[config.mk]
export PLATFORM = sky130hd
export DESIGN_NAME = brp_front
export DESIGN_NICKNAME = d
export VERILOG_FILES = /design/src/hdl/brp_pkg.sv /design/src/hdl/brp_front.sv
export SDC_FILE = /design/constraint.sdc
export NUM_CORES = 1
export LEC_CHECK = 0
export ABC_CLOCK_PERIOD_IN_PS = 4900
export BUFFER_PORTS_ARGS = -buffer_cell sky130_fd_sc_hd__buf_4
export CAP_MARGIN = 10
export CORE_UTILIZATION = 33
export CTS_BUF_LIST = sky130_fd_sc_hd__clkbuf_16
export DETAILED_ROUTE_END_ITERATION = 8
export PLACE_DENSITY_LB_ADDON = 0.25
export SYNTH_ARGS = -nofsm -noshare
export SYNTH_HDL_FRONTEND = slang
export SYNTH_SLANG_ARGS = --single-unit
[constraint.sdc]
create_clock -name aclk -period 4.9 [get_ports aclk]
set_clock_uncertainty 0.1 [all_clocks]
set_input_delay 0.735 -clock aclk [delete_from_list [all_inputs] [get_ports aclk]]
set_output_delay 0.735 -clock aclk [all_outputs]
set_load 0.01 [all_outputs]
[src/hdl/brp_pkg.sv]
// Shared types, constants and codes for the bounding box point rescaler.
package brp_pkg;

    // Capacity and derived widths
    localparam int MAX_POINTS = 64;
    localparam int IDX_W      = (MAX_POINTS > 1) ? $clog2(MAX_POINTS) : 1;
    localparam int CNT_W      = $clog2(MAX_POINTS + 1);

    // Two point banks, one per queue slot
    localparam int QUEUE_DEPTH = 2;
    localparam int BANK_W      = $clog2(QUEUE_DEPTH);
    localparam int QCNT_W      = $clog2(QUEUE_DEPTH + 1);
    localparam int RAM_AW      = BANK_W + IDX_W;
    localparam int RAM_DEPTH   = 2 ** RAM_AW;

    // Field widths
    localparam int COORD_W = 32;
    localparam int FRAME_W = 16;
    localparam int RAM_W   = 2 * COORD_W;

    // Scaling datapath: 32 x 16 product, quotient never exceeds 16 bits
    localparam int MAG_W   = FRAME_W;
    localparam int PROD_W  = COORD_W + MAG_W;
    localparam int QUO_W   = FRAME_W + 1;
    localparam int DIVC_W  = $clog2(QUO_W);

    // Configuration port
    localparam int PADDR_W = 4;
    localparam int PDATA_W = 32;
    localparam logic [1:0] REG_FRAME_MAX_X = 2'd0;
    localparam logic [1:0] REG_FRAME_MIN_X = 2'd1;
    localparam logic [1:0] REG_FRAME_MAX_Y = 2'd2;
    localparam logic [1:0] REG_FRAME_MIN_Y = 2'd3;

    typedef enum logic [1:0] {
        ST_OK       = 2'd0,
        ST_ZERO_X   = 2'd1,
        ST_ZERO_Y   = 2'd2,
        ST_OVERFLOW = 2'd3
    } status_t;

    typedef enum logic [2:0] {
        BK_IDLE,
        BK_START,
        BK_READ,
        BK_DIFF,
        BK_MULT,
        BK_DIV,
        BK_POST,
        BK_EMIT
    } bk_state_t;

    // One finished set as handed from front to back
    typedef struct packed {
        logic signed [COORD_W-1:0] lo_x;
        logic signed [COORD_W-1:0] hi_x;
        logic signed [COORD_W-1:0] lo_y;
        logic signed [COORD_W-1:0] hi_y;
        logic [CNT_W-1:0]          count;
        logic                      ovf;
    } desc_t;

    typedef struct packed {
        logic              full;
        logic              empty;
        logic [BANK_W-1:0] wr_bank;
        logic [BANK_W-1:0] rd_bank;
    } q_stat_t;

    typedef struct packed {
        logic signed [FRAME_W-1:0] fmax_x;
        logic signed [FRAME_W-1:0] fmin_x;
        logic signed [FRAME_W-1:0] fmax_y;
        logic signed [FRAME_W-1:0] fmin_y;
    } frame_cfg_t;

    typedef struct packed {
        logic              en;
        logic [RAM_AW-1:0] addr;
        logic [RAM_W-1:0]  data;
    } ram_wr_t;

endpackage

[src/hdl/brp_front.sv]
// Front end: accepts points, stores them and tracks the per-axis extremes.
module brp_front
    import brp_pkg::*;
(
    input  logic                      aclk,
    input  logic                      aresetn,
    input  logic                      in_acc,
    input  logic signed [COORD_W-1:0] point_x,
    input  logic signed [COORD_W-1:0] point_y,
    input  logic                      last_point,
    input  q_stat_t                   q_stat,
    output ram_wr_t                   ram_wr,
    output logic                      push,
    output desc_t                     desc_out
);

    logic [CNT_W-1:0]          count_reg, count_next;
    logic                      ovf_reg, ovf_next;
    logic signed [COORD_W-1:0] lo_x_reg, lo_x_next;
    logic signed [COORD_W-1:0] hi_x_reg, hi_x_next;
    logic signed [COORD_W-1:0] lo_y_reg, lo_y_next;
    logic signed [COORD_W-1:0] hi_y_reg, hi_y_next;

    logic                      room;
    logic                      first;
    logic signed [COORD_W-1:0] lo_x_upd, hi_x_upd, lo_y_upd, hi_y_upd;
    logic [CNT_W-1:0]          count_upd;
    logic                      ovf_upd;

    assign room  = count_reg < CNT_W'(MAX_POINTS);
    assign first = count_reg == '0;

    // Fold the new point into the extremes; the first point of a set loads them
    always_comb begin
        lo_x_upd  = lo_x_reg;
        hi_x_upd  = hi_x_reg;
        lo_y_upd  = lo_y_reg;
        hi_y_upd  = hi_y_reg;
        count_upd = count_reg;
        ovf_upd   = ovf_reg;
        if (room) begin
            if (first || point_x < lo_x_reg) lo_x_upd = point_x;
            if (first || point_x > hi_x_reg) hi_x_upd = point_x;
            if (first || point_y < lo_y_reg) lo_y_upd = point_y;
            if (first || point_y > hi_y_reg) hi_y_upd = point_y;
            count_upd = count_reg + CNT_W'(1);
        end else begin
            ovf_upd = 1'b1;
        end
    end

    // Advance the set, or close it on the last word
    always_comb begin
        lo_x_next  = lo_x_reg;
        hi_x_next  = hi_x_reg;
        lo_y_next  = lo_y_reg;
        hi_y_next  = hi_y_reg;
        count_next = count_reg;
        ovf_next   = ovf_reg;
        if (in_acc) begin
            if (last_point) begin
                lo_x_next  = '0;
                hi_x_next  = '0;
                lo_y_next  = '0;
                hi_y_next  = '0;
                count_next = '0;
                ovf_next   = 1'b0;
            end else begin
                lo_x_next  = lo_x_upd;
                hi_x_next  = hi_x_upd;
                lo_y_next  = lo_y_upd;
                hi_y_next  = hi_y_upd;
                count_next = count_upd;
                ovf_next   = ovf_upd;
            end
        end
    end

    always_ff @(posedge aclk) begin
        if (!aresetn) begin
            lo_x_reg  <= '0;
            hi_x_reg  <= '0;
            lo_y_reg  <= '0;
            hi_y_reg  <= '0;
            count_reg <= '0;
            ovf_reg   <= 1'b0;
        end else begin
            lo_x_reg  <= lo_x_next;
            hi_x_reg  <= hi_x_next;
            lo_y_reg  <= lo_y_next;
            hi_y_reg  <= hi_y_next;
            count_reg <= count_next;
            ovf_reg   <= ovf_next;
        end
    end

    // Store the point in the bank of the next free queue slot
    assign ram_wr.en   = in_acc && room;
    assign ram_wr.addr = {q_stat.wr_bank, count_reg[IDX_W-1:0]};
    assign ram_wr.data = {point_y, point_x};

    // Hand the finished set to the back end
    assign push           = in_acc && last_point;
    assign desc_out.lo_x  = lo_x_upd;
    assign desc_out.hi_x  = hi_x_upd;
    assign desc_out.lo_y  = lo_y_upd;
    assign desc_out.hi_y  = hi_y_upd;
    assign desc_out.count = count_upd;
    assign desc_out.ovf   = ovf_upd;

endmodule

# [Yosys cells after proc, flatten, opt, wreduce, memory -nomap -nowiden]
# Index checks and enable logic that the tools add are counted.
[classes] eq_ne=0 n_lt_le_gt_ge=5 n_addsub=1 mul=0 n_bitwise=0 n_reduce_logical=7 shift=0 n_mux=16 div_mod_pow=0
[ops] cell="$mux W32" n=12
[ops] cell="$gt A32 B32 Y1" n=2
[ops] cell="$lt A32 B32 Y1" n=2
[ops] cell="$mux W7" n=2
[ops] cell="$add A7 B1 Y7 const B" n=1
[ops] cell="$logic_not A7 Y1" n=1
[ops] cell="$lt A7 B7 Y1 const B" n=1
[ops] cell="$logic_or A1 B1 Y1" n=4
[ops] cell="$logic_and A1 B1 Y1" n=2
[ops] cell="$mux W1" n=2
[word_totals] word_cells=35 ff_bits=136 in_bits=72 romBits=0 output_inout_bits=209 n_memories=0 mem_bits_rw=0 latch_bits=0

# [Depth between registers and ports, before layout]
[depth] ltp_word=5 mapped_depth=11 depth_no_buf=10

# [Worst setup path before layout]
# OpenSTA, ideal clock, no wires.
[synth_path] path_type="input port to output port" startpoint="in point_y[14]" endpoint="out desc_out[11] (netlist name)" slack_ns=1.154 t_required_ns=4.065 path_buffers=1 arrival_ns=2.911 path_stages=10 path_cell_list="ha_1 -> nand4_1 -> nor4_1 -> o21ai_0 -> o211ai_1 -> a21oi_1 -> xnor2_1 -> o21ai_2 -> buf_2 -> mux2_2"
[synth_lines] element="start: declaration" line="brp_front.sv:9" text="input logic signed [COORD_W-1:0] point_y,"
[synth_lines] element="end: declaration" line="brp_front.sv:14" text="output desc_t desc_out"

==> impl_metrics.json <==
{
  "outcome": "finished, final reports clean",
  "worst_skew_pair.late_latency_ns": 0.42,
  "diodes": 0,
  "htree_levels": 4,
  "viasPerCell": 5.24,
  "setup_viol": 0,
  "drive_gt1_share_pct": 37.0,
  "synth_largest_area_cell": "dfxtp_1",
  "synthFlopType": "dfxtp_1",
  "synth.distinct_cells": 53,
  "criticalPathCategory": "input port to output port",
  "path_delay_family": "simple AND/OR/NAND/NOR gates",
  "synth_commonest_cells": "dfxtp_1, inv_1, a32o_1, ha_1, mux2_2",
  "synthArstFlopShare_pct": 0,
  "post-route-period-util_pct": 90.9,
  "synth_area_leaders": "dfxtp_1, ha_1, a32o_1",
  "drc": 0,
  "pre_cts_slack_ns": 0.225,
  "clkSlewWorstSetupHoldPaths_ns": 0.06,
  "end_kind": "output port",
  "initial_utilization_pct": 33.8,
  "dieArea_sq_um": 31200,
  "worst-path-buf-inv": 3,
  "ant_nets": 0,
  "switching_share_pct": 31.5,
  "synth_seq_cells": 136,
  "slowest_stage": "nor4_2",
  "ioPinCount": 281,
  "grt_pass1_vias": 8315,
  "netlist_area_sq_um": 10100,
  "detail_route.wl_per_cell_um": 17.6,
  "maxSlewHeadroom_pct": 42.5,
  "rsz0062_at_grt": "false",
  "vdd_drop_max_uv": 178,
  "yosys_warnings": 0,
  "crit_chain": "buf_4 -> ha_1 -> nand4_1 -> nor4_2 -> o21ai_0 -> o211ai_1 -> a21oi_1 -> xnor2_1 -> o21ai_4 -> buf_12 -> mux2_2 -> buf_4",
  "path_max_fanout": 50,
  "syn_avg_cell_area_sq_um": 9.51,
  "clockPowerShare_pct": 38.9,
  "maxCapViolations": 0,
  "power_frac_comb_pct": 26.6,
  "synth.most_common_cell": "dfxtp_1",
  "slew_viol_final": 0,
  "power_leakage_nw": 5.33,
  "die_w_um": 177,
  "worst-path-stages": 12,
  "fin_setup_tns_ns": 0,
  "p_sw_mw": 1.08,
  "core_sq_um": 29800,
  "dr.pass1.iters": 5,
  "grt_usage_pct": 18.3,
  "port-buffer-count": 275,
  "synth-edff-count": 0,
  "seqPwrFrac_pct": 34.5,
  "worst_slack_ns": 0.447,
  "critPathLaunchType": "input port",
  "synthCells": 1058,
  "synth_top_area_share_pct": 27.0,
  "clock-sinks": 136,
  "cp_common_cell": "buf_4",
  "powerDensity_nw_per_um2": 273,
  "hold_viol_final": 0,
  "period_minus_slack_ns": 4.45,
  "grt.overflow.total": 0,
  "grt_pass1_wl_um": 45300,
  "max_stage_delay_ns": 0.49,
  "arrival_ns": 3.62,
  "die_h_um": 177,
  "finalWirelength_um": 29000,
  "hpwl_um": 20500,
  "row_count": 63,
  "worstRegToRegCells": 10,
  "hold_class": "flip-flop to flip-flop",
  "tritoncts": "done",
  "antenna_found_initial": 0,
  "clock.fmax_mhz": 225,
  "syn_nets": 1258,
  "tightestPinTransition_ns": 0.862,
  "cts-root-buf": "clkbuf_16",
  "required_ns": 4.07,
  "numCtsBuffers": 17,
  "gp_congestion": 0.764,
  "cts_buffer_depth": 2,
  "hold_buffers": 0,
  "area_delta_synth_final_pct": 25.6,
  "placed_area_sq_um": 12000,
  "ys_seq_area_share_pct": 27.0,
  "drt_iter0_markers": 530,
  "internal_power_mw": 2.36,
  "num_vias": 8621,
  "grt_max_degree": 51,
  "final_nets": 1443,
  "design_area_sq_um": 12600,
  "min_path_cells": 2
}
layout make-up:
class,count,area [sq um]
inverters,133,499
clock inverters,15,164
repair buffers,294,2240
clock buffers,17,425
flip-flops and latches,136,2720
multi-input cells,661,6100
fillers,3018,17200
well taps,390,488
path summary, 6_finish.rpt:
kind                                  start                       end  slack [ns]
hold reg to reg        ovf_reg$_SDFFE_PN0P_      ovf_reg$_SDFFE_PN0P_        0.37
setup / recovery                point_x[14]              desc_out[83]        0.45
hold / removal         ovf_reg$_SDFFE_PN0P_      ovf_reg$_SDFFE_PN0P_        0.37
setup reg to reg  hi_x_reg[14]$_SDFFE_PN0P_  hi_x_reg[5]$_SDFFE_PN0P_        1.78
kinds of logic after synthesis:
logic type / share of synthesized area [%]
AOI/OAI and AO/OA: 20.8
xor gates and xnor gates: 0.771
adders and majority gates: 15.9
buffers and inverters: 12.8
DFF: 27.0
muxes: 15.6
and+or+nand+nor: 6.99
power groups by stage:
stage	Clock, mW	Sequential (mW)	Combinational (mW)
floorplan	0	1.20	0.554
global placement	0	1.21	0.914
detailed placement	0	1.21	0.922
CTS	1.38	1.19	0.928
global route	1.42	1.19	1.01
finish	1.34	1.19	0.916
placed cells by master (no fill, tap or decap), drive strengths merged, types with 7 or more instances in the layout:
| cell type | Yosys | layout |
|---|---|---|
| nor2b | 14 | 14 |
| dfxtp | 136 | 136 |
| buf | 92 | 294 |
| o21ai | 30 | 30 |
| ha | 128 | 128 |
| a21oi | 61 | 61 |
| clkbuf | 36 | 17 |
| nand3 | 10 | 10 |
| nor2 | 21 | 21 |
| a32o | 128 | 128 |
| inv | 133 | 141 |
| nand2 | 42 | 42 |
| a211oi | 7 | 7 |
| mux2 | 129 | 129 |
| nand4 | 17 | 17 |
stage by stage:
stage	power (mW)	hold slack (ns)	util, %	cells
after global placement	2.13	0.346	40.4	1614
after CTS	3.49	0.374	42.4	1646
after detailed placement	2.13	0.361	40.4	1614
after global routing	3.62	0.412	42.4	1646
after floorplan	1.76	0.329	-	1058
final	3.45	0.366	42.4	1646
worst reg2reg max path, delay by kind of cell, from the launching register on:
kind	cells	cell delay, ns
AOI/OAI and AO/OA	4	0.87
adders and majority gates	1	0.31
buffers and inverters	2	0.33
DFF	1	0.35
and+or+nand+nor	3	1.06
routing by layer:
| metal | global-route usage, % | up-vias | share of wire, % |
|---|---|---|---|
| li1 | - | 4234 | - |
| met1 | 23.6 | 4112 | 45 |
| met2 | 31.4 | 256 | 48 |
| met3 | 3.44 | 19 | 5.5 |
| met4 | 3.95 | 0 | 0.93 |
| met5 | 0 | - | 0 |
what timing repair did:
| item | in CTS | in global routing |
|---|---|---|
| buffers inserted | 0 | 0 |
| resized for setup | 0 | 1 |
| setup endpoints to repair | 0 | 25 |
Power figures use the tool's default switching activity.
