`src/hdl/brp_pkg.sv`:
```
// Shared types, constants and codes for the bounding box point rescaler.
package brp_pkg;

    // Capacity and derived widths
    localparam int MAX_POINTS = 64;
    localparam int IDX_W      = (MAX_POINTS > 1) ? $clog2(MAX_POINTS) : 1;
    localparam int CNT_W      = $clog2(MAX_POINTS + 1);

    // Two point banks, one per queue slot
    localparam int QUEUE_DEPTH = 2;
    localparam int BANK_W      = $clog2(QUEUE_DEPTH);
    localparam int QCNT_W      = $clog2(QUEUE_DEPTH + 1);
    localparam int RAM_AW      = BANK_W + IDX_W;
    localparam int RAM_DEPTH   = 2 ** RAM_AW;

    // Field widths
    localparam int COORD_W = 32;
    localparam int FRAME_W = 16;
    localparam int RAM_W   = 2 * COORD_W;

    // Scaling datapath: 32 x 16 product, quotient never exceeds 16 bits
    localparam int MAG_W   = FRAME_W;
    localparam int PROD_W  = COORD_W + MAG_W;
    localparam int QUO_W   = FRAME_W + 1;
    localparam int DIVC_W  = $clog2(QUO_W);

    // Configuration port
    localparam int PADDR_W = 4;
    localparam int PDATA_W = 32;
    localparam logic [1:0] REG_FRAME_MAX_X = 2'd0;
    localparam logic [1:0] REG_FRAME_MIN_X = 2'd1;
    localparam logic [1:0] REG_FRAME_MAX_Y = 2'd2;
    localparam logic [1:0] REG_FRAME_MIN_Y = 2'd3;

    typedef enum logic [1:0] {
        ST_OK       = 2'd0,
        ST_ZERO_X   = 2'd1,
        ST_ZERO_Y   = 2'd2,
        ST_OVERFLOW = 2'd3
    } status_t;

    typedef enum logic [2:0] {
        BK_IDLE,
        BK_START,
        BK_READ,
        BK_DIFF,
        BK_MULT,
        BK_DIV,
        BK_POST,
        BK_EMIT
    } bk_state_t;

    // One finished set as handed from front to back
    typedef struct packed {
        logic signed [COORD_W-1:0] lo_x;
        logic signed [COORD_W-1:0] hi_x;
        logic signed [COORD_W-1:0] lo_y;
        logic signed [COORD_W-1:0] hi_y;
        logic [CNT_W-1:0]          count;
        logic                      ovf;
    } desc_t;

    typedef struct packed {
        logic              full;
        logic              empty;
        logic [BANK_W-1:0] wr_bank;
        logic [BANK_W-1:0] rd_bank;
    } q_stat_t;

    typedef struct packed {
        logic signed [FRAME_W-1:0] fmax_x;
        logic signed [FRAME_W-1:0] fmin_x;
        logic signed [FRAME_W-1:0] fmax_y;
        logic signed [FRAME_W-1:0] fmin_y;
    } frame_cfg_t;

    typedef struct packed {
        logic              en;
        logic [RAM_AW-1:0] addr;
        logic [RAM_W-1:0]  data;
    } ram_wr_t;

endpackage

```
`src/hdl/brp_queue.sv`:
```
// Short queue of finished sets between front and back; slot index is the bank.
module brp_queue
    import brp_pkg::*;
(
    input  logic    aclk,
    input  logic    aresetn,
    input  logic    push,
    input  desc_t   desc_in,
    input  logic    pop,
    output desc_t   desc_out,
    output q_stat_t q_stat
);

    desc_t              slot_reg [QUEUE_DEPTH];
    logic [BANK_W-1:0]  wr_ptr_reg, wr_ptr_next;
    logic [BANK_W-1:0]  rd_ptr_reg, rd_ptr_next;
    logic [QCNT_W-1:0]  fill_reg, fill_next;

    // Advance pointers and fill level
    always_comb begin
        wr_ptr_next = wr_ptr_reg;
        rd_ptr_next = rd_ptr_reg;
        fill_next   = fill_reg;
        if (push) wr_ptr_next = wr_ptr_reg + BANK_W'(1);
        if (pop)  rd_ptr_next = rd_ptr_reg + BANK_W'(1);
        if (push && !pop) fill_next = fill_reg + QCNT_W'(1);
        if (pop && !push) fill_next = fill_reg - QCNT_W'(1);
    end

    always_ff @(posedge aclk) begin
        if (!aresetn) begin
            wr_ptr_reg <= '0;
            rd_ptr_reg <= '0;
            fill_reg   <= '0;
        end else begin
            wr_ptr_reg <= wr_ptr_next;
            rd_ptr_reg <= rd_ptr_next;
            fill_reg   <= fill_next;
        end
    end

    // Hold the set descriptors
    always_ff @(posedge aclk) begin
        if (push) begin
            slot_reg[wr_ptr_reg] <= desc_in;
        end
    end

    assign desc_out       = slot_reg[rd_ptr_reg];
    assign q_stat.full    = fill_reg == QCNT_W'(QUEUE_DEPTH);
    assign q_stat.empty   = fill_reg == '0;
    assign q_stat.wr_bank = wr_ptr_reg;
    assign q_stat.rd_bank = rd_ptr_reg;

`ifndef NO_ASSERTIONS
    a_no_push_full: assert property (@(posedge aclk) disable iff (!aresetn)
        push |-> !q_stat.full)
        else $error("set pushed into a full queue");

    a_no_pop_empty: assert property (@(posedge aclk) disable iff (!aresetn)
        pop |-> !q_stat.empty)
        else $error("set popped from an empty queue");
`endif

endmodule

```
`config.mk`:
```
export PLATFORM = sky130hd
export DESIGN_NAME = brp_queue
export DESIGN_NICKNAME = d
export VERILOG_FILES = /design/src/hdl/brp_pkg.sv /design/src/hdl/brp_queue.sv
export SDC_FILE = /design/constraint.sdc
export NUM_CORES = 1
export LEC_CHECK = 0
export BUFFER_PORTS_ARGS = -buffer_cell sky130_fd_sc_hd__buf_2
export CORE_AREA = 2 2 168 137
export CTS_CLUSTER_DIAMETER = 100
export DETAILED_ROUTE_END_ITERATION = 10
export DIE_AREA = 0 0 170 139
export GPL_ROUTABILITY_DRIVEN = 0
export PLACE_DENSITY = 0.75
export SETUP_SLACK_MARGIN = 0.5
export SYNTH_ARGS = -nofsm -noshare
export SYNTH_HDL_FRONTEND = slang
export SYNTH_SLANG_ARGS = --single-unit
export TNS_END_PERCENT = 5
```
`constraint.sdc`:
```
create_clock -name aclk -period 6.7 [get_ports aclk]
set_input_delay 0.67 -clock aclk [delete_from_list [all_inputs] [get_ports aclk]]
set_output_delay 0.67 -clock aclk [all_outputs]
set_load 0.05 [all_outputs]
```
Yosys cells after proc, flatten, opt, wreduce, memory -nomap -nowiden
Memories as Yosys holds them, arrays and structs flattened. A register that Yosys moved wholly into a read port is not among the register bits.
Index checks and enable logic that the tools add are counted.
{"block": "word_totals", "wordCells": 21, "mem_count": 1, "latchBits": 0, "reg_bits": 4, "out_inout_bits": 140, "romBits": 0, "mem_bits_rw": 272, "input_bits": 140}
{"block": "op_classes", "bitwise_logic": 0, "shifts": 0, "order_cmp": 0, "n_mux": 6, "n_reduce_logical": 6, "n_eq_ne": 1, "div": 0, "n_addsub": 4, "mul": 0}
{"memory": "slot_reg", "words": 2, "word_bits": 136, "rd": 1, "rd_ports_with_merged_regs": 1, "wr": 1, "line_no": "brp_queue.sv:14", "rtl": "desc_t slot_reg [QUEUE_DEPTH];"}
{"operator": "1-bit 2-to-1 mux", "count": 4}
{"operator": "2-bit 2-to-1 mux", "count": 2}
{"operator": "1-bit adder, second input constant", "count": 2}
{"operator": "2-bit by 1-bit adder with 2-bit output, second input constant", "count": 1}
{"operator": "2-bit == test, second input constant", "count": 1}
{"operator": "1-bit logical AND", "count": 2}
{"operator": "1-bit zero test", "count": 2}
{"operator": "2-bit zero test", "count": 1}
{"operator": "2-bit nonzero test", "count": 1}
{"operator": "2-bit by 1-bit subtractor with 2-bit output, second input constant", "count": 1}

Depth between registers and ports, before layout
Gate-level depths: netlist of the first run.
{"block": "logic_depth", "ltp_word": 4, "depth_mapped": 5, "depth_no_buf": 5}

Worst setup path before layout of the first run
OpenSTA, ideal clock, no wires.
{"block": "synth_timing", "kind": "in2reg", "startpoint": "in push", "endpoint": "mem slot_reg[0][0] (netlist bit) (enable)", "required_ns": 6.062, "t_arrival_ns": 6.454, "stages": 2, "path_buffers": 0, "setup_slack_ns": -0.392, "path_cell_list": "inv_1 nor2_1"}
{"block": "synth_between", "elab_chain_cells": 2}
{"item": "start: declaration", "line_no": "brp_queue.sv:7", "rtl": "input logic push,"}
{"item": "1-bit 2-to-1 mux", "line_no": "brp_queue.sv:44", "rtl": "if (push) begin"}
{"item": "1-bit 2-to-1 mux (not written as such)", "line_no": "brp_queue.sv:45", "rtl": "slot_reg[wr_ptr_reg] <= desc_in;"}
{"item": "end: declaration", "line_no": "brp_queue.sv:14"}
Every way passes these cells.

==> results of run 1 <==
## worst max-delay path, cell delays in order (launching register included)
cell     delay [ps]
dfxtp_4         540
buf_12          520
mux2_2          410
buf_2           220
## logic make-up (layout without fill, tap and decap cells)
kind of cell	Yosys count	in the layout	synth area share
DFF	277	277	0.812
muxes	136	136	0.165
buffers and inverters	18	332	0.0123
and+or+nand+nor	9	9	0.00528
AOI/OAI and AO/OA	3	3	0.00197
xor gates and xnor gates	3	3	0.00258
adders and majority gates	1	1	0.00123
other	0	2	0
## where the power goes
| part | total (uW) | switching, uW | internal (uW) |
|---|---|---|---|
| combinational | 663 | 467 | 196 |
| sequential | 2030 | 25.8 | 2000 |
| clock | 1390 | 605 | 782 |
| total | 4080 | 1100 | 2980 |
## placed cells by master, fill, tap and decap left out, types with 2 or more instances in the layout
| cell | n |
|---|---|
| buf_2 | 279 |
| edfxtp_1 | 272 |
| mux2_2 | 96 |
| mux2_4 | 40 |
| clkbuf_16 | 27 |
| clkinv_1 | 8 |
| clkbuf_1 | 6 |
| dfxtp_1 | 4 |
| and2_1 | 3 |
| clkinv_2 | 3 |
| buf_4 | 3 |
| diode_2 | 2 |
| xnor2_1 | 2 |
| inv_6 | 2 |
## through the flow
step                      instance area [um^2]  setup slack [ps]
after global placement                   11900              3770
after detailed placement                 11900              3770
after global routing                     12700              3520
after CTS                                12700              3610
final                                    12700              3620
after floorplan                          10200              2000
## final cells by class
cell class,instances,area (um^2),area share
antenna,2,5.00,0.000395
clock buffer,33,698,0.0550
clock inverter,15,113,0.00888
inverter,1,3.75,0.000296
multi-input combinational,152,1800,0.142
sequential,277,8270,0.652
tap,280,350,0.0276
timing repair buffer,283,1440,0.113
## per-layer routing
| metal | vias up | track usage | wire, um | part of all wire |
|---|---|---|---|---|
| met1 | 2450 | 0.185 | 7380 | 0.39 |
| li1 | 2371 | - | - | - |
| met5 | - | 0 | 35 | 0.0019 |
| met2 | 208 | 0.247 | 8970 | 0.48 |
| met3 | 37 | 0.0656 | 1970 | 0.10 |
| met4 | 6 | 0.0486 | 455 | 0.024 |
## worst paths after layout
kind / from / endpoint / slack, ps / depth (start not counted)
min: desc_in[36] / slot_reg[1][36] / 320 / 1
min reg2reg: fill_reg[1] / fill_reg[1] / 560 / 2
max: flip-flop / desc_out[124] / 3620 / 3
max reg2reg: wr_ptr_reg / slot_reg[1][52] / 4170 / 2
==> impl_metrics.toml, run 1 <==
[floorplanning]
die_h_um = 139
coreArea_um2 = 22100
rows = 49
initial_core_util = 0.462
die_x_um = 170
dieArea_um2 = 23600
io_pins = 280

[yosys]
synth_top_area_share = 0.802
synth_edf_count = 272
synthesis.nets = 588
synthTopCellsByArea = "edfxtp_1 80%, mux2_2 11%, mux2_4 5.9%, dfxtp_1 0.98%, buf_6 0.55%"
yosys_warnings = 0
synth.most_common_cell = "edfxtp_1"
syn_area_per_cell_um2 = 22.8
yosys.area.top_type = "edfxtp_1"
synthCells = 447
ys_types = 19
async_flop_share = 0
synth-seq-cells = 277
synth-main-ff-cell = "edfxtp_1"
ys_top_cells_by_count = "272 x edfxtp_1, 96 x mux2_2, 40 x mux2_4"
syn_area_um2 = 10200
yosysSeqAreaShare = 0.812

[timing]
hold_ws_ps = 320
skew_ps = 22.7
rsz0062_at_grt = "false"
worst_pin_slew_ps = 1070
fmax_mhz = 325
finalCritPeriodShare = 0.460
finalMaxSlewViolations = 0
finalCriticalPeriod_ps = 3080
hold_viol = 0
slew_headroom = 0.285
setup_viol = 0
setup_tns_ps = 0

[final_layout]
largest_register_ffs = 272
final_cells = 1043
fin_nets = 883
final_util = 0.575
nFillCells = 1684
synthToLayoutAreaGrowth_pct = 24.5
drive_gt1_frac = 0.601

[power]
leakagePower_uw = 0.00483
ir_worst_vdd_v = 0.000254
p_per_area_nw_per_um2 = 322
p_total_uw = 4080

[setup_path]
cp.required_ps = 6030
crit_fanout = 115
crit_path_start_kind = "flip-flop"
end_kind = "primary output"
crit_type = "reg2out"
crit_arrival_ps = 2410

[global_route]
grt_pass1_vias = 5152
antenna_found_initial = 5
grt_pass1_wl_mm = 27.8
grtUsageTotal = 0.153
grt-ovfl-total = 0
grt_max_degree = 116

[route]
drc_errors = 0
drt_iter0_markers = 263
drt-pass1-iter-count = 4
drt-wirelength-per-cell_um = 18.0
vias = 5072
wl_mm = 18.8
vias_per_cell = 4.86
antenna_left = 0

[placed_design]
dpl.cell_count = 993
port_buffers = 279
dp_hpwl_mm = 12.4

[cts]
clock_latency_ps = 530
post_cts.repair.setup_buffers = 0
path_clk_slew_ps = 60
holdBufCountCts = 0
cts-resized-gates = 0
root_buffer = "clkbuf_16"
cts_buffers = 27
cts_tree = "built"
numClockSinks = 277
htreeDepth = 1
cts_buffer_depth = 3

[run]
drv_cap = 0

[worst_hold_path]
hold_class = "in2reg"

[outcome]
outcome = "finished, final reports clean"
Note: power is estimated with default switching activity, not from simulation.
==> inputs of run 2 (changes only) <==
ABC_AREA = 1   (was unset)
CORE_AREA = 2 2 160 131   (was 2 2 168 137)
DIE_AREA = 0 0 162 133   (was 0 0 170 139)
PLACE_DENSITY = 0.78   (was 0.75)
clock period = 3 ns   (was 6.7 ns; I/O delays follow)
==> run 2 against run 1 <==
Compared with the run above:
- setup slack got worse by 2900 ps
- sequential cell count unchanged
- count of clock-buffer cells in the layout grew 1
- critical path type unchanged
==> impl_metrics.toml, run 2 <==
[yosys]
synth_top_area_share = 0.800
ys_top_cells_by_count = "272 x edfxtp_1, 96 x mux2_2, 40 x mux2_4"
syn_area_per_cell_um2 = 22.2
synth.most_common_cell = "edfxtp_1"
synth-main-ff-cell = "edfxtp_1"
yosys_warnings = 0
synthTopCellsByArea = "edfxtp_1 80%, mux2_2 11%, mux2_4 5.9%, dfxtp_1 0.98%, buf_6 0.66%"
synth-seq-cells = 277
yosys.area.top_type = "edfxtp_1"
syn_area_um2 = 10200
synth_edf_count = 272
ys_types = 14
synthCells = 460
synthesis.nets = 601
async_flop_share = 0
yosysSeqAreaShare = 0.810

[route]
wl_mm = 23.0
routed-wl-met2_mm = 11.7
drc_errors = 0
vias = 5925
wl_met3_mm = 1.76
vias_per_cell = 5.01
route.top_layer_used = "met4"
drt-pass1-iter-count = 4
drt_iter0_markers = 325
wl_met1_mm = 8.88
antenna_left = 0
drt-wirelength-per-cell_um = 19.5

[global_route]
grt_max_degree = 74
grt_pass1_wl_mm = 34.3
grt_pass1_vias = 6418
antenna_found_initial = 0
grt-ovfl-total = 0
grtUsageTotal = 0.207

[final_layout]
drive_gt1_frac = 0.509
final_util = 0.704
largest_register_ffs = 272
n_antenna_cell = 0
final_cell_mix = "279 x buf_2, 272 x edfxtp_1, 136 x dlygate4sd3_1, 96 x mux2_2, 40 x mux2_4"
fin_nets = 1034
nFillCells = 1245
synthToLayoutAreaGrowth_pct = 38.8
final_common_cell = "buf_2"

[setup_path]
crit_fanout = 73
crit_arrival_ps = 1970
path_cells = "buf_12, mux2_2, buf_2"
crit_type = "reg2out"
path_buf_inv = 2
cp.required_ps = 2700
cp_top_family = "buffers and inverters"
slowest_stage = "mux2_2"
worstReg2RegStart = "wr_ptr_reg"
cpPeakStageDelay_ps = 420
crit_path_start_kind = "flip-flop"
end_kind = "primary output"

[placed_design]
dp_hpwl_mm = 13.5
port_buffers = 279

[worst_hold_path]
worstHoldStart = "aresetn"
hold_class = "in2reg"

[floorplanning]
initial_core_util = 0.507
coreArea_um2 = 20100
die_h_um = 133
dieArea_um2 = 21500
io_pins = 280
rows = 47
die_x_um = 162

[cts]
cts-resized-gates = 0
cts_buffers = 27
htreeDepth = 1
post_cts.repair.setup_buffers = 0
numClockSinks = 277
path_clk_slew_ps = 60
cts_buffer_depth = 3
root_buffer = "clkbuf_16"
clock_latency_ps = 530
holdBufCountCts = 136
cts_tree = "built"

[timing]
finalCritPeriodShare = 0.757
hold_viol = 0
fmax_mhz = 440
skew_ps = 16.2
worst_pin_slew_ps = 637
finalCriticalPeriod_ps = 2270
setup_viol = 0
rsz0062_at_grt = "false"
setup_tns_ps = 0
finalMaxSlewViolations = 0
slew_headroom = 0.574

[power]
ir_worst_vdd_v = 0.000664
p_per_area_nw_per_um2 = 659
leakagePower_uw = 0.00548

[run]
drv_cap = 0

[outcome]
outcome = "finished, final reports clean"
==> run 2: changes by cell type after synthesis, sizes merged <==
cell and change:
nor2b -1, and2 -4, o21a -1, nand2 +8, a21boi -1, nand4 +1, and2b -1, xor2 -1
xnor2 -2, or3 -1, inv +5, a21oi +1, nor2 +10
==> run 2: layout make-up <==
cell class,instances,area [um^2],share of cell area
sequential,277,8280,0.584
timing repair buffer,421,2880,0.203
multi-input combinational,160,1800,0.127
clock buffer,34,702,0.0495
tap,269,337,0.0238
clock inverter,15,149,0.0105
inverter,6,26.3,0.00185
==> run 2: logic make-up (layout without fill, tap and decap cells) <==
group	after synthesis	count (layout)	synth area share
adders and majority gates	1	1	0.00123
muxes	136	136	0.165
and+or+nand+nor	21	21	0.00797
AOI/OAI and AO/OA	2	2	0.000980
buffers and inverters	23	476	0.0147
DFF	277	277	0.810
==> run 2: final timing paths <==
path / end / slack, ps / cells past startpoint
hold / removal: wr_ptr_reg / 30 / 3
setup / recovery: desc_out[14] / 730 / 3
setup reg to reg: slot_reg[0][110] / 1330 / 2
hold reg to reg: fill_reg[1] / 550 / 2
==> run 2: stage by stage <==
| step | area [um^2] | cells | hold WS (ps) | total power, uW | setup WS [ps] |
|---|---|---|---|---|---|
| 3_5_place_dp | 12000 | 997 | 491 | 5970 | 1200 |
| 2_1_floorplan | 10200 | 460 | 399 | 5610 | 187 |
| 4_1_cts | 14200 | 1182 | 7.50 | 9350 | 739 |
| 6_report | 14200 | 1182 | 33.9 | 9330 | 729 |
| 5_1_grt | 14200 | 1182 | 40.0 | 9600 | 695 |
| 3_3_place_gp | 12000 | 997 | 487 | 5930 | 1240 |
==> run 2: metal layers <==
metal  vias to the layer above  track usage
li1                       2674            -
met4                         0       0.0688
met5                         -            0
met3                        59       0.0536
met1                      2887        0.248
met2                       305        0.366
==> run 2: tightest hold or removal path, cell delays in order <==
cell     delay [ps]
buf_2           130
nand2_1          70
nor2_1           30
==> run 2: power by group <==
group          total (uW)  switching (uW)  internal [uW]
logic                1500             995            510
registers            4540            59.1           4480
clock network        3290            1380           1910
total                9330            2430           6900
