File: src/hdl/brp_pkg.sv
// Shared types, constants and codes for the bounding box point rescaler.
package brp_pkg;

    // Capacity and derived widths
    localparam int MAX_POINTS = 64;
    localparam int IDX_W      = (MAX_POINTS > 1) ? $clog2(MAX_POINTS) : 1;
    localparam int CNT_W      = $clog2(MAX_POINTS + 1);

    // Two point banks, one per queue slot
    localparam int QUEUE_DEPTH = 2;
    localparam int BANK_W      = $clog2(QUEUE_DEPTH);
    localparam int QCNT_W      = $clog2(QUEUE_DEPTH + 1);
    localparam int RAM_AW      = BANK_W + IDX_W;
    localparam int RAM_DEPTH   = 2 ** RAM_AW;

    // Field widths
    localparam int COORD_W = 32;
    localparam int FRAME_W = 16;
    localparam int RAM_W   = 2 * COORD_W;

    // Scaling datapath: 32 x 16 product, quotient never exceeds 16 bits
    localparam int MAG_W   = FRAME_W;
    localparam int PROD_W  = COORD_W + MAG_W;
    localparam int QUO_W   = FRAME_W + 1;
    localparam int DIVC_W  = $clog2(QUO_W);

    // Configuration port
    localparam int PADDR_W = 4;
    localparam int PDATA_W = 32;
    localparam logic [1:0] REG_FRAME_MAX_X = 2'd0;
    localparam logic [1:0] REG_FRAME_MIN_X = 2'd1;
    localparam logic [1:0] REG_FRAME_MAX_Y = 2'd2;
    localparam logic [1:0] REG_FRAME_MIN_Y = 2'd3;

    typedef enum logic [1:0] {
        ST_OK       = 2'd0,
        ST_ZERO_X   = 2'd1,
        ST_ZERO_Y   = 2'd2,
        ST_OVERFLOW = 2'd3
    } status_t;

    typedef enum logic [2:0] {
        BK_IDLE,
        BK_START,
        BK_READ,
        BK_DIFF,
        BK_MULT,
        BK_DIV,
        BK_POST,
        BK_EMIT
    } bk_state_t;

    // One finished set as handed from front to back
    typedef struct packed {
        logic signed [COORD_W-1:0] lo_x;
        logic signed [COORD_W-1:0] hi_x;
        logic signed [COORD_W-1:0] lo_y;
        logic signed [COORD_W-1:0] hi_y;
        logic [CNT_W-1:0]          count;
        logic                      ovf;
    } desc_t;

    typedef struct packed {
        logic              full;
        logic              empty;
        logic [BANK_W-1:0] wr_bank;
        logic [BANK_W-1:0] rd_bank;
    } q_stat_t;

    typedef struct packed {
        logic signed [FRAME_W-1:0] fmax_x;
        logic signed [FRAME_W-1:0] fmin_x;
        logic signed [FRAME_W-1:0] fmax_y;
        logic signed [FRAME_W-1:0] fmin_y;
    } frame_cfg_t;

    typedef struct packed {
        logic              en;
        logic [RAM_AW-1:0] addr;
        logic [RAM_W-1:0]  data;
    } ram_wr_t;

endpackage

File: src/hdl/brp_back.sv
// Back end: maps each stored point into the frame with a shared serial divider.
module brp_back
    import brp_pkg::*;
(
    input  logic                aclk,
    input  logic                aresetn,
    input  q_stat_t             q_stat,
    input  desc_t               desc,
    input  frame_cfg_t          cfg,
    output logic                pop,
    output logic                ram_rd_en,
    output logic [RAM_AW-1:0]   ram_rd_addr,
    input  logic [RAM_W-1:0]    ram_rd_data,
    output logic                m_valid,
    input  logic                m_ready,
    output logic [FRAME_W-1:0]  m_map_x,
    output logic [FRAME_W-1:0]  m_map_y,
    output logic [1:0]          m_status,
    output logic                m_last_result
);

    bk_state_t state_reg, state_next;

    logic [IDX_W-1:0]   idx_reg;
    logic               axis_reg;
    logic [COORD_W-1:0] rng_x_reg, rng_y_reg;
    status_t            err_reg;
    logic [COORD_W-1:0] diff_reg;
    logic [MAG_W-1:0]   mag_reg;
    logic               neg_reg;
    logic [COORD_W-1:0] rem_reg;
    logic [QUO_W-1:0]   quo_reg;
    logic [DIVC_W-1:0]  div_cnt_reg;
    logic [FRAME_W-1:0] mx_reg, my_reg;

    logic               m_valid_reg;
    logic [FRAME_W-1:0] m_map_x_reg, m_map_y_reg;
    logic [1:0]         m_status_reg;
    logic               m_last_reg;

    status_t                   err_now;
    logic                      last_pt;
    logic                      out_free;
    logic                      out_load;
    logic signed [COORD_W-1:0] p_sel, lo_sel;
    logic signed [FRAME_W-1:0] fmax_sel, fmin_sel;
    logic signed [FRAME_W:0]   f_span;
    logic [FRAME_W:0]          f_abs;
    logic [COORD_W-1:0]        den;
    logic [PROD_W-1:0]         prod;
    logic [COORD_W:0]          trial;
    logic [COORD_W:0]          trial_sub;
    logic                      ge;
    logic [QUO_W-1:0]          q_signed;
    logic [FRAME_W-1:0]        res;

    // Classify the head set
    always_comb begin
        if (desc.hi_x == desc.lo_x) begin
            err_now = ST_ZERO_X;
        end else if (desc.hi_y == desc.lo_y) begin
            err_now = ST_ZERO_Y;
        end else begin
            err_now = ST_OK;
        end
    end

    assign last_pt  = (CNT_W'(idx_reg) + CNT_W'(1)) == desc.count;
    assign out_free = !m_valid_reg || m_ready;

    // Next state
    always_comb begin
        state_next = state_reg;
        case (state_reg)
            BK_IDLE: begin
                if (!q_stat.empty) state_next = BK_START;
            end
            BK_START: begin
                state_next = (err_now != ST_OK) ? BK_EMIT : BK_READ;
            end
            BK_READ:  state_next = BK_DIFF;
            BK_DIFF:  state_next = BK_MULT;
            BK_MULT:  state_next = BK_DIV;
            BK_DIV: begin
                if (div_cnt_reg == '0) state_next = BK_POST;
            end
            BK_POST: begin
                state_next = axis_reg ? BK_EMIT : BK_DIFF;
            end
            BK_EMIT: begin
                if (out_free) begin
                    state_next = (err_reg != ST_OK || last_pt) ? BK_IDLE : BK_READ;
                end
            end
            default: state_next = BK_IDLE;
        endcase
    end

    // Control outputs
    always_comb begin
        ram_rd_en = 1'b0;
        out_load  = 1'b0;
        pop       = 1'b0;
        case (state_reg)
            BK_READ: ram_rd_en = 1'b1;
            BK_EMIT: begin
                out_load = out_free;
                pop      = out_free && (err_reg != ST_OK || last_pt);
            end
            default: begin
                ram_rd_en = 1'b0;
            end
        endcase
    end

    assign ram_rd_addr = {q_stat.rd_bank, idx_reg};

    // Axis selection; RAM word holds y above x
    assign p_sel    = axis_reg ? ram_rd_data[RAM_W-1:COORD_W] : ram_rd_data[COORD_W-1:0];
    assign lo_sel   = axis_reg ? desc.lo_y : desc.lo_x;
    assign fmax_sel = axis_reg ? cfg.fmax_y : cfg.fmax_x;
    assign fmin_sel = axis_reg ? cfg.fmin_y : cfg.fmin_x;
    assign den      = axis_reg ? rng_y_reg : rng_x_reg;

    // Frame span as sign and magnitude
    assign f_span = {fmax_sel[FRAME_W-1], fmax_sel} - {fmin_sel[FRAME_W-1], fmin_sel};
    assign f_abs  = f_span[FRAME_W] ? (FRAME_W+1)'(-f_span) : f_span;

    // Offset times span magnitude
    assign prod = PROD_W'(diff_reg) * PROD_W'(mag_reg);

    // One restoring division step per cycle
    assign trial     = {rem_reg, quo_reg[QUO_W-1]};
    assign trial_sub = trial - {1'b0, den};
    assign ge        = trial >= {1'b0, den};

    // Apply sign and frame origin
    assign q_signed = neg_reg ? (QUO_W)'(-quo_reg) : quo_reg;
    assign res      = fmin_sel + q_signed[FRAME_W-1:0];

    always_ff @(posedge aclk) begin
        if (!aresetn) begin
            state_reg <= BK_IDLE;
        end else begin
            state_reg <= state_next;
        end
    end

    // Datapath registers
    always_ff @(posedge aclk) begin
        if (!aresetn) begin
            idx_reg  <= '0;
            axis_reg <= 1'b0;
        end else begin
            case (state_reg)
                BK_START: begin
                    rng_x_reg <= desc.hi_x - desc.lo_x;
                    rng_y_reg <= desc.hi_y - desc.lo_y;
                    err_reg   <= err_now;
                    idx_reg   <= '0;
                end
                BK_READ: axis_reg <= 1'b0;
                BK_DIFF: begin
                    diff_reg <= p_sel - lo_sel;
                    neg_reg  <= f_span[FRAME_W];
                    mag_reg  <= f_abs[MAG_W-1:0];
                end
                BK_MULT: begin
                    rem_reg     <= COORD_W'(prod[PROD_W-1:QUO_W]);
                    quo_reg     <= prod[QUO_W-1:0];
                    div_cnt_reg <= DIVC_W'(QUO_W - 1);
                end
                BK_DIV: begin
                    rem_reg     <= ge ? trial_sub[COORD_W-1:0] : trial[COORD_W-1:0];
                    quo_reg     <= {quo_reg[QUO_W-2:0], ge};
                    div_cnt_reg <= div_cnt_reg - DIVC_W'(1);
                end
                BK_POST: begin
                    if (axis_reg) begin
                        my_reg <= res;
                    end else begin
                        mx_reg   <= res;
                        axis_reg <= 1'b1;
                    end
                end
                BK_EMIT: begin
                    if (out_load && !last_pt) idx_reg <= idx_reg + IDX_W'(1);
                end
                default: begin
                    axis_reg <= axis_reg;
                end
            endcase
        end
    end

    // Output register: hold the word until taken
    always_ff @(posedge aclk) begin
        if (!aresetn) begin
            m_valid_reg <= 1'b0;
        end else if (out_load) begin
            m_valid_reg <= 1'b1;
        end else if (m_ready) begin
            m_valid_reg <= 1'b0;
        end
    end

    always_ff @(posedge aclk) begin
        if (out_load) begin
            if (err_reg != ST_OK) begin
                m_map_x_reg  <= '0;
                m_map_y_reg  <= '0;
                m_status_reg <= err_reg;
                m_last_reg   <= 1'b1;
            end else begin
                m_map_x_reg  <= mx_reg;
                m_map_y_reg  <= my_reg;
                m_status_reg <= desc.ovf ? ST_OVERFLOW : ST_OK;
                m_last_reg   <= last_pt;
            end
        end
    end

    assign m_valid       = m_valid_reg;
    assign m_map_x       = m_map_x_reg;
    assign m_map_y       = m_map_y_reg;
    assign m_status      = m_status_reg;
    assign m_last_result = m_last_reg;

`ifndef NO_ASSERTIONS
    a_div_den_nonzero: assert property (@(posedge aclk) disable iff (!aresetn)
        state_reg == BK_DIV |-> den != '0)
        else $error("division started with a zero range");

    a_error_is_last: assert property (@(posedge aclk) disable iff (!aresetn)
        m_valid_reg && (m_status_reg == ST_ZERO_X || m_status_reg == ST_ZERO_Y)
            |-> m_last_reg)
        else $error("range error word not marked last");
`endif

endmodule

File: config.mk
export PLATFORM = sky130hd
export DESIGN_NAME = brp_back
export DESIGN_NICKNAME = d
export VERILOG_FILES = /design/src/hdl/brp_pkg.sv /design/src/hdl/brp_back.sv
export SDC_FILE = /design/constraint.sdc
export NUM_CORES = 2
export LEC_CHECK = 0
export BUFFER_PORTS_ARGS = -buffer_cell sky130_fd_sc_hd__buf_4
export CAP_MARGIN = 25
export CORE_UTILIZATION = 50
export CTS_CLUSTER_SIZE = 16
export DETAILED_ROUTE_END_ITERATION = 8
export PLACE_DENSITY_LB_ADDON = 0.15
export SLEW_MARGIN = 20
export SYNTH_ARGS = -nofsm -noshare
export SYNTH_HDL_FRONTEND = slang
export SYNTH_SLANG_ARGS = --single-unit
File: constraint.sdc
create_clock -name aclk -period 7.8 [get_ports aclk]
set_clock_uncertainty 0.2 [all_clocks]
set_input_delay 1.17 -clock aclk [delete_from_list [all_inputs] [get_ports aclk]]
set_output_delay 1.17 -clock aclk [all_outputs]
set_load 0.02 [all_outputs]
* Word level (Yosys, flattened, before mapping)
Index checks and enable logic that the tools add are counted.
Cells by class: $add $sub $neg 11, equal/unequal tests 14, multiply operators 1, bitwise operators 1, order comparisons 1, multiplexer cells 30, reductions and logical operators 21
Operators by type and width (number):
- $mux 32 | 4
- $sub 32x32->32 | 4
- $eq 32x32->1 | 2
- $mux 16 | 4
- $pmux 32 s2 | 1
- $mul 32x16->48 | 1
- $pmux 17 s2 | 1
- $ge 33x32->1 | 1
- $neg 16->16 | 2
- $pmux 3 s8 | 1
- $sub 16x16->17 | 1
- $add 16x16->16 | 1
- $mux 3 | 5
- $eq 3x3->1 const B | 4
- $pmux 6 s2 | 1
- $reduce_bool 2->1 | 6
- $mux 2 | 5
- $pmux 5 s2 | 1
- $reduce_and 3->1 | 3
- $ne 2x2->1 const B | 4
- $reduce_and 2->1 | 4
- $add 6x1->7 const B | 1
- $eq 7x7->1 | 1
- $add 6x1->6 const B | 1
- 12 further kinds | 20
Word-level totals: output and inout port bits 45, register bits after elaboration 247, bits of input ports 271, logic and storage cells 98

* Depth between registers and ports, before layout
word-level depth 6, mapped depth 25, depth with buffers taken out 24

* Least setup slack after synthesis
OpenSTA, ideal clock, no wires.
kind register to register, from register mag_reg[6], to register rem_reg[24] (data pin), period minus slack after synthesis 6795 ps, required time 7339 ps, setup time 261 ps, cell stages (with the launch flop) 24, arrival 6334 ps, buffers on the path 1, slack 1005 ps, path through edfxtp_1 clkbuf_1 and2_1 fa_1 inv_1 fa_1 fa_1 inv_1 fa_1 fa_1 inv_1 fa_1 inv_1 ha_1 a21oi_1 nand2_1 or3_1 o21bai_1 o21ai_1 a31oi_1 o21ai_1 a31oi_1 mux2i_1 nand3_1
On the way: cells in the longest elaborated chain, start to end 2
RTL lines:
- start: declaration | RTL line brp_back.sv:29 | logic [MAG_W-1:0] mag_reg;
- start signal: assignment | RTL line brp_back.sv:166 | mag_reg <= f_abs[MAG_W-1:0];
- $mul 32x16->48 | RTL line brp_back.sv:130 | assign prod = PROD_W'(diff_reg) * PROD_W'(mag_reg);
- $pmux 32 s2 | RTL line brp_back.sv:155 | case (state_reg)
- end signal: assignment | RTL line brp_back.sv:169 | rem_reg <= COORD_W'(prod[PROD_W-1:QUO_W]);
- end signal: assignment | RTL line brp_back.sv:174 | rem_reg <= ge ? trial_sub[COORD_W-1:0] : trial[COORD_W-1:0];
- end: declaration | RTL line brp_back.sv:31 | logic [COORD_W-1:0] rem_reg;
Every way passes these cells. A chain may end at the register's enable or synchronous reset.

* Worst setup path after layout
from register diff_reg[14], to register rem_reg[24] (data pin)
On the way: cells in the longest elaborated chain, start to end 2
RTL lines:
- start: declaration | RTL line brp_back.sv:28 | logic [COORD_W-1:0] diff_reg;
- start signal: assignment | RTL line brp_back.sv:164 | diff_reg <= p_sel - lo_sel;
- $mul 32x16->48 | RTL line brp_back.sv:130
- $pmux 32 s2 | RTL line brp_back.sv:155
Every way passes these cells.

==> qor.csv <==
stage;metric;value;unit
status;status;finished clean;
setup_path;Reg2Reg Capture Point;rem_reg[24]$_DFFE_PP_;
setup_path;CP max stage cell;edfxtp_1;
clocking;clock sinks;247;
timing;fin worst setup slack;0.403;ns
logic_synthesis;post-synthesis xor/xnor area fraction;0.0504;
timing;final worst path period need;7.40;ns
clocking;Max Buffers Root-to-Sink;3;
pwr;Internal Power;7.98;mW
logic_synthesis;Synth Area in Adders;0.342;
setup_path;CP endpoint kind;register;
timing;final hold violations;0;
floorplan;Core ar.;69100;um^2
cells_and_area;layout cell share with drive strength beyond 1;0.131;
pwr;Clock Power Share;0.092;
logic_synthesis;syn nets;4793;
logic_synthesis;Cells after Synth;3818;
timing;final setup TNS;0;ns
route;drt wl/cell;17.9;um
clocking;H-tree levels;1;
pwr;net switching power;7.93;mW
logic_synthesis;Yosys top cell area share;0.242;
logic_synthesis;largest area contributor in the netlist;fa_1;
min_path;Hold Startpoint;mx_reg[11]$_DFFE_PP_;
placement;dpl hpwl;76300;um
logic_synthesis;mux share of post-synthesis cell area;0.0423;
cells_and_area;Layout Cell Area excl Fill;40200;um^2
timing;Setup violations, final;0;
floorplan;Initial Util;0.508;
pwr;combinational share of power;0.769;
pwr;Max VDD drop;0.000490;V
route;Total Wirelength;91200;um
timing;relative slew slack;0.385;
min_path;hold path cells;1;
setup_path;Most common cell on crit path;fa_1;
global_routing;global route total overflow;0;
timing;RSZ-0062 raised after global routing;false;
timing;Max Freq;135;MHz
setup_path;crit-path cells;buf_4, and2_1, fa_1, inv_1, fa_1, fa_1, fa_1, inv_1, fa_1, inv_1, fa_1, inv_1, ha_1, a21oi_1, o211ai_1, a221o_1, a221oi_1, o21ai_1, a31oi_1, buf_4, o21ai_1, a31oi_1, mux2i_1, nand3_1;
placement;Final GP Congestion;0.940;
pwr;power per cell area;396;nW/um^2
global_routing;GRT Total Usage;0.263;
timing;fin. max-slew vios;0;
route;routed via count;27400;
route;DRT Pass-1 Iters;5;
setup_path;crit path DAT;7.50;ns
setup_path;Largest stage delay, worst path;0.59;ns
clocking;clk_lat worst skew;0.63;ns
logic_synthesis;Post-Syn Area;35100;um^2
global_routing;largest net degree at the start of global routing;67;
clocking;cts hold-fix bufs;0;
pwr;Leakage Power;18.4;nW
logic_synthesis;largest family of logic cells by synthesized area;adder cells;
clocking;Clock transition at path regs;0.06;ns
route;Routed Antenna Nets;0;
setup_path;CP Launch Type;register;
clocking;CTS tree;done;
timing;Final period util;0.948;
pwr;net switching fraction of the power;0.498;
floorplan;num rows;96;
route;drc violations;0;
logic_synthesis;Netlist cell types;98;
global_routing;initial antenna violation count;0;
cells_and_area;Synth-to-Final Area Change;14.5;%
route;DR vias/cell;5.39;
min_path;WHS Endpoint;m_map_x[11]$_SDFFCE_PN0P_;
logic_synthesis;Main synth FF type;edfxtp_1;
logic_synthesis;Avg Inst Size Synth;9.19;um^2
logic_synthesis;sequential area share after synthesis;0.208;
pwr;Seq pwr share;0.138;
setup_path;Reg2Reg Depth;24;
floorplan;Die Y;267;um
placement;IO buf count;311;
cells_and_area;Core Util, Final;0.582;
setup_path;R2R Setup Slk;0.40;ns
route;Iteration-0 DRC Markers;1955;
logic_synthesis;simple-gate share of the synthesized area;0.155;
placement;pre-CTS setup slack;0.386;ns
floorplan;I/O Pins;316;
setup_path;Crit path required time;7.90;ns
clocking;CTS Buf Count;30;
logic_synthesis;synthesized flop and latch total;247;
global_routing;global-route wire length before repair;148000;um
setup_path;RR Startpoint;diff_reg[14]$_DFFE_PP_;
cells_and_area;fillers;6090;
logic_synthesis;main area contributors after synthesis;fa_1 (24%), edfxtp_1 (20%), ha_1 (10%);
clocking;CTS root buf;clkbuf_16;
logic_synthesis;synth warn;0;
min_path;Hold Path Class;reg2reg;
setup_path;CP Class;reg2reg;
timing;final hold slack;0.315;ns
logic_synthesis;Post-synth EDFFs;236;
logic_synthesis;Synth Area in Compound Gates;0.121;
timing;slew of the pin with the lowest slew margin;0.921;ns
clocking;CTS resizes;0;
global_routing;vias in the first global route;27500;
cells_and_area;Final Net Count;5104;
run;max-cap violations;0;
logic_synthesis;Post-synth ARST share;0;
placement;placed cell area;38600;um^2
floorplan;die area;71200;um^2
floorplan;Die Wd;267;um
setup_path;crit path max fanout;11;
power by group through the flow:
| stage | combinational [mW] | clock, mW | sequential (mW) |
|---|---|---|---|
| global route | 13.9 | 1.54 | 2.21 |
| CTS | 12.2 | 1.49 | 2.22 |
| floorplan | 8.93 | 0 | 2.18 |
| finish | 12.2 | 1.47 | 2.20 |
| global placement | 12.1 | 0 | 2.24 |
| detailed placement | 12.1 | 0 | 2.24 |
worst max-delay path: cells and delay by family (launching register included):
kind,cells,cell delay (ns)
mux,1,0.23
flops,1,0.59
fa+ha+maj,7,3.39
simple gates,2,0.27
buf+inv,6,0.63
compound gates,8,1.78
synth_stat cells, types with 48 or more instances:
| library cell | count |
|---|---|
| and2_1 | 253 |
| o21ai_0 | 77 |
| xnor2_1 | 129 |
| o21ai_1 | 56 |
| nor2_1 | 149 |
| nand2_1 | 464 |
| inv_1 | 613 |
| fa_1 | 424 |
| mux2_2 | 48 |
| xor2_1 | 73 |
| mux2i_1 | 92 |
| ha_1 | 280 |
| a21oi_1 | 182 |
| a21o_1 | 81 |
| clkbuf_1 | 132 |
| nand3_1 | 49 |
| edfxtp_1 | 236 |
layer usage:
metal / vias up / part of all wire / track usage
li1: 13200 / - / -
met1: 13400 / 0.45 / 0.366
met2: 737 / 0.49 / 0.446
met3: 87 / 0.050 / 0.0238
met4: 0 / 0.017 / 0.0523
met5: - / 0 / 0
cell families after synthesis:
| group | after synthesis |
|---|---|
| buffers and inverters | 757 |
| adder cells (fa/ha/maj) | 704 |
| multiplexers | 142 |
| AND/OR/NAND/NOR | 1116 |
| XOR/XNOR | 202 |
| flip-flops | 247 |
| AO/OA/AOI/OAI | 650 |
worst max-delay path by stage:
stage                      startpoint  cells after the start                    end  slack, ns
2_1_floorplan    mag_reg[6]$_DFFE_PP_                     23  rem_reg[24]$_DFFE_PP_       1.00
3_3_place_gp   diff_reg[10]$_DFFE_PP_                     23  rem_reg[24]$_DFFE_PP_       0.42
3_5_place_dp     mag_reg[7]$_DFFE_PP_                     22  rem_reg[30]$_DFFE_PP_       0.39
4_1_cts         diff_reg[9]$_DFFE_PP_                     22  rem_reg[24]$_DFFE_PP_       0.28
5_1_grt         diff_reg[0]$_DFFE_PP_                     22  rem_reg[24]$_DFFE_PP_      0.003
6_report       diff_reg[14]$_DFFE_PP_                     24  rem_reg[24]$_DFFE_PP_       0.40
layout make-up:
class | count | area [um^2] | area share
Tap cell | 931 | 1160 | 0.0290
Clock buffer | 35 | 769 | 0.0192
Antenna cell | 1 | 2.50 | 0.0000623
Timing Repair Buffer | 422 | 3410 | 0.0848
Clock inverter | 20 | 255 | 0.00635
Multi-Input combinational cell | 2814 | 25000 | 0.621
Inverter | 614 | 2300 | 0.0574
Sequential cell | 247 | 7310 | 0.182
placed cells by master, fill, tap and decap left out, drive strengths merged, types with 44 or more instances in the layout:
cell,n
and2,253
o21ai,135
nor3,44
mux2i,92
a21oi,183
nand2,464
xnor2,129
mux2,50
nor2,149
a21o,81
inv,617
xor2,73
buf,422
nand3,49
fa,424
ha,280
edfxtp,236
per-stage QoR:
stage / instances / total power, mW
after floorplan: 3818 / 11.1
after global placement: 4994 / 14.3
after detailed placement: 4994 / 14.4
after CTS: 5049 / 15.9
after global routing: 5083 / 17.6
final: 5084 / 15.9
timing repair:
action,4_1_cts,5_1_grt
hold endpoints to repair,0,0
setup endpoints to repair,0,6
buffers inserted,0,34
Note: power is estimated with default switching activity, not from simulation.
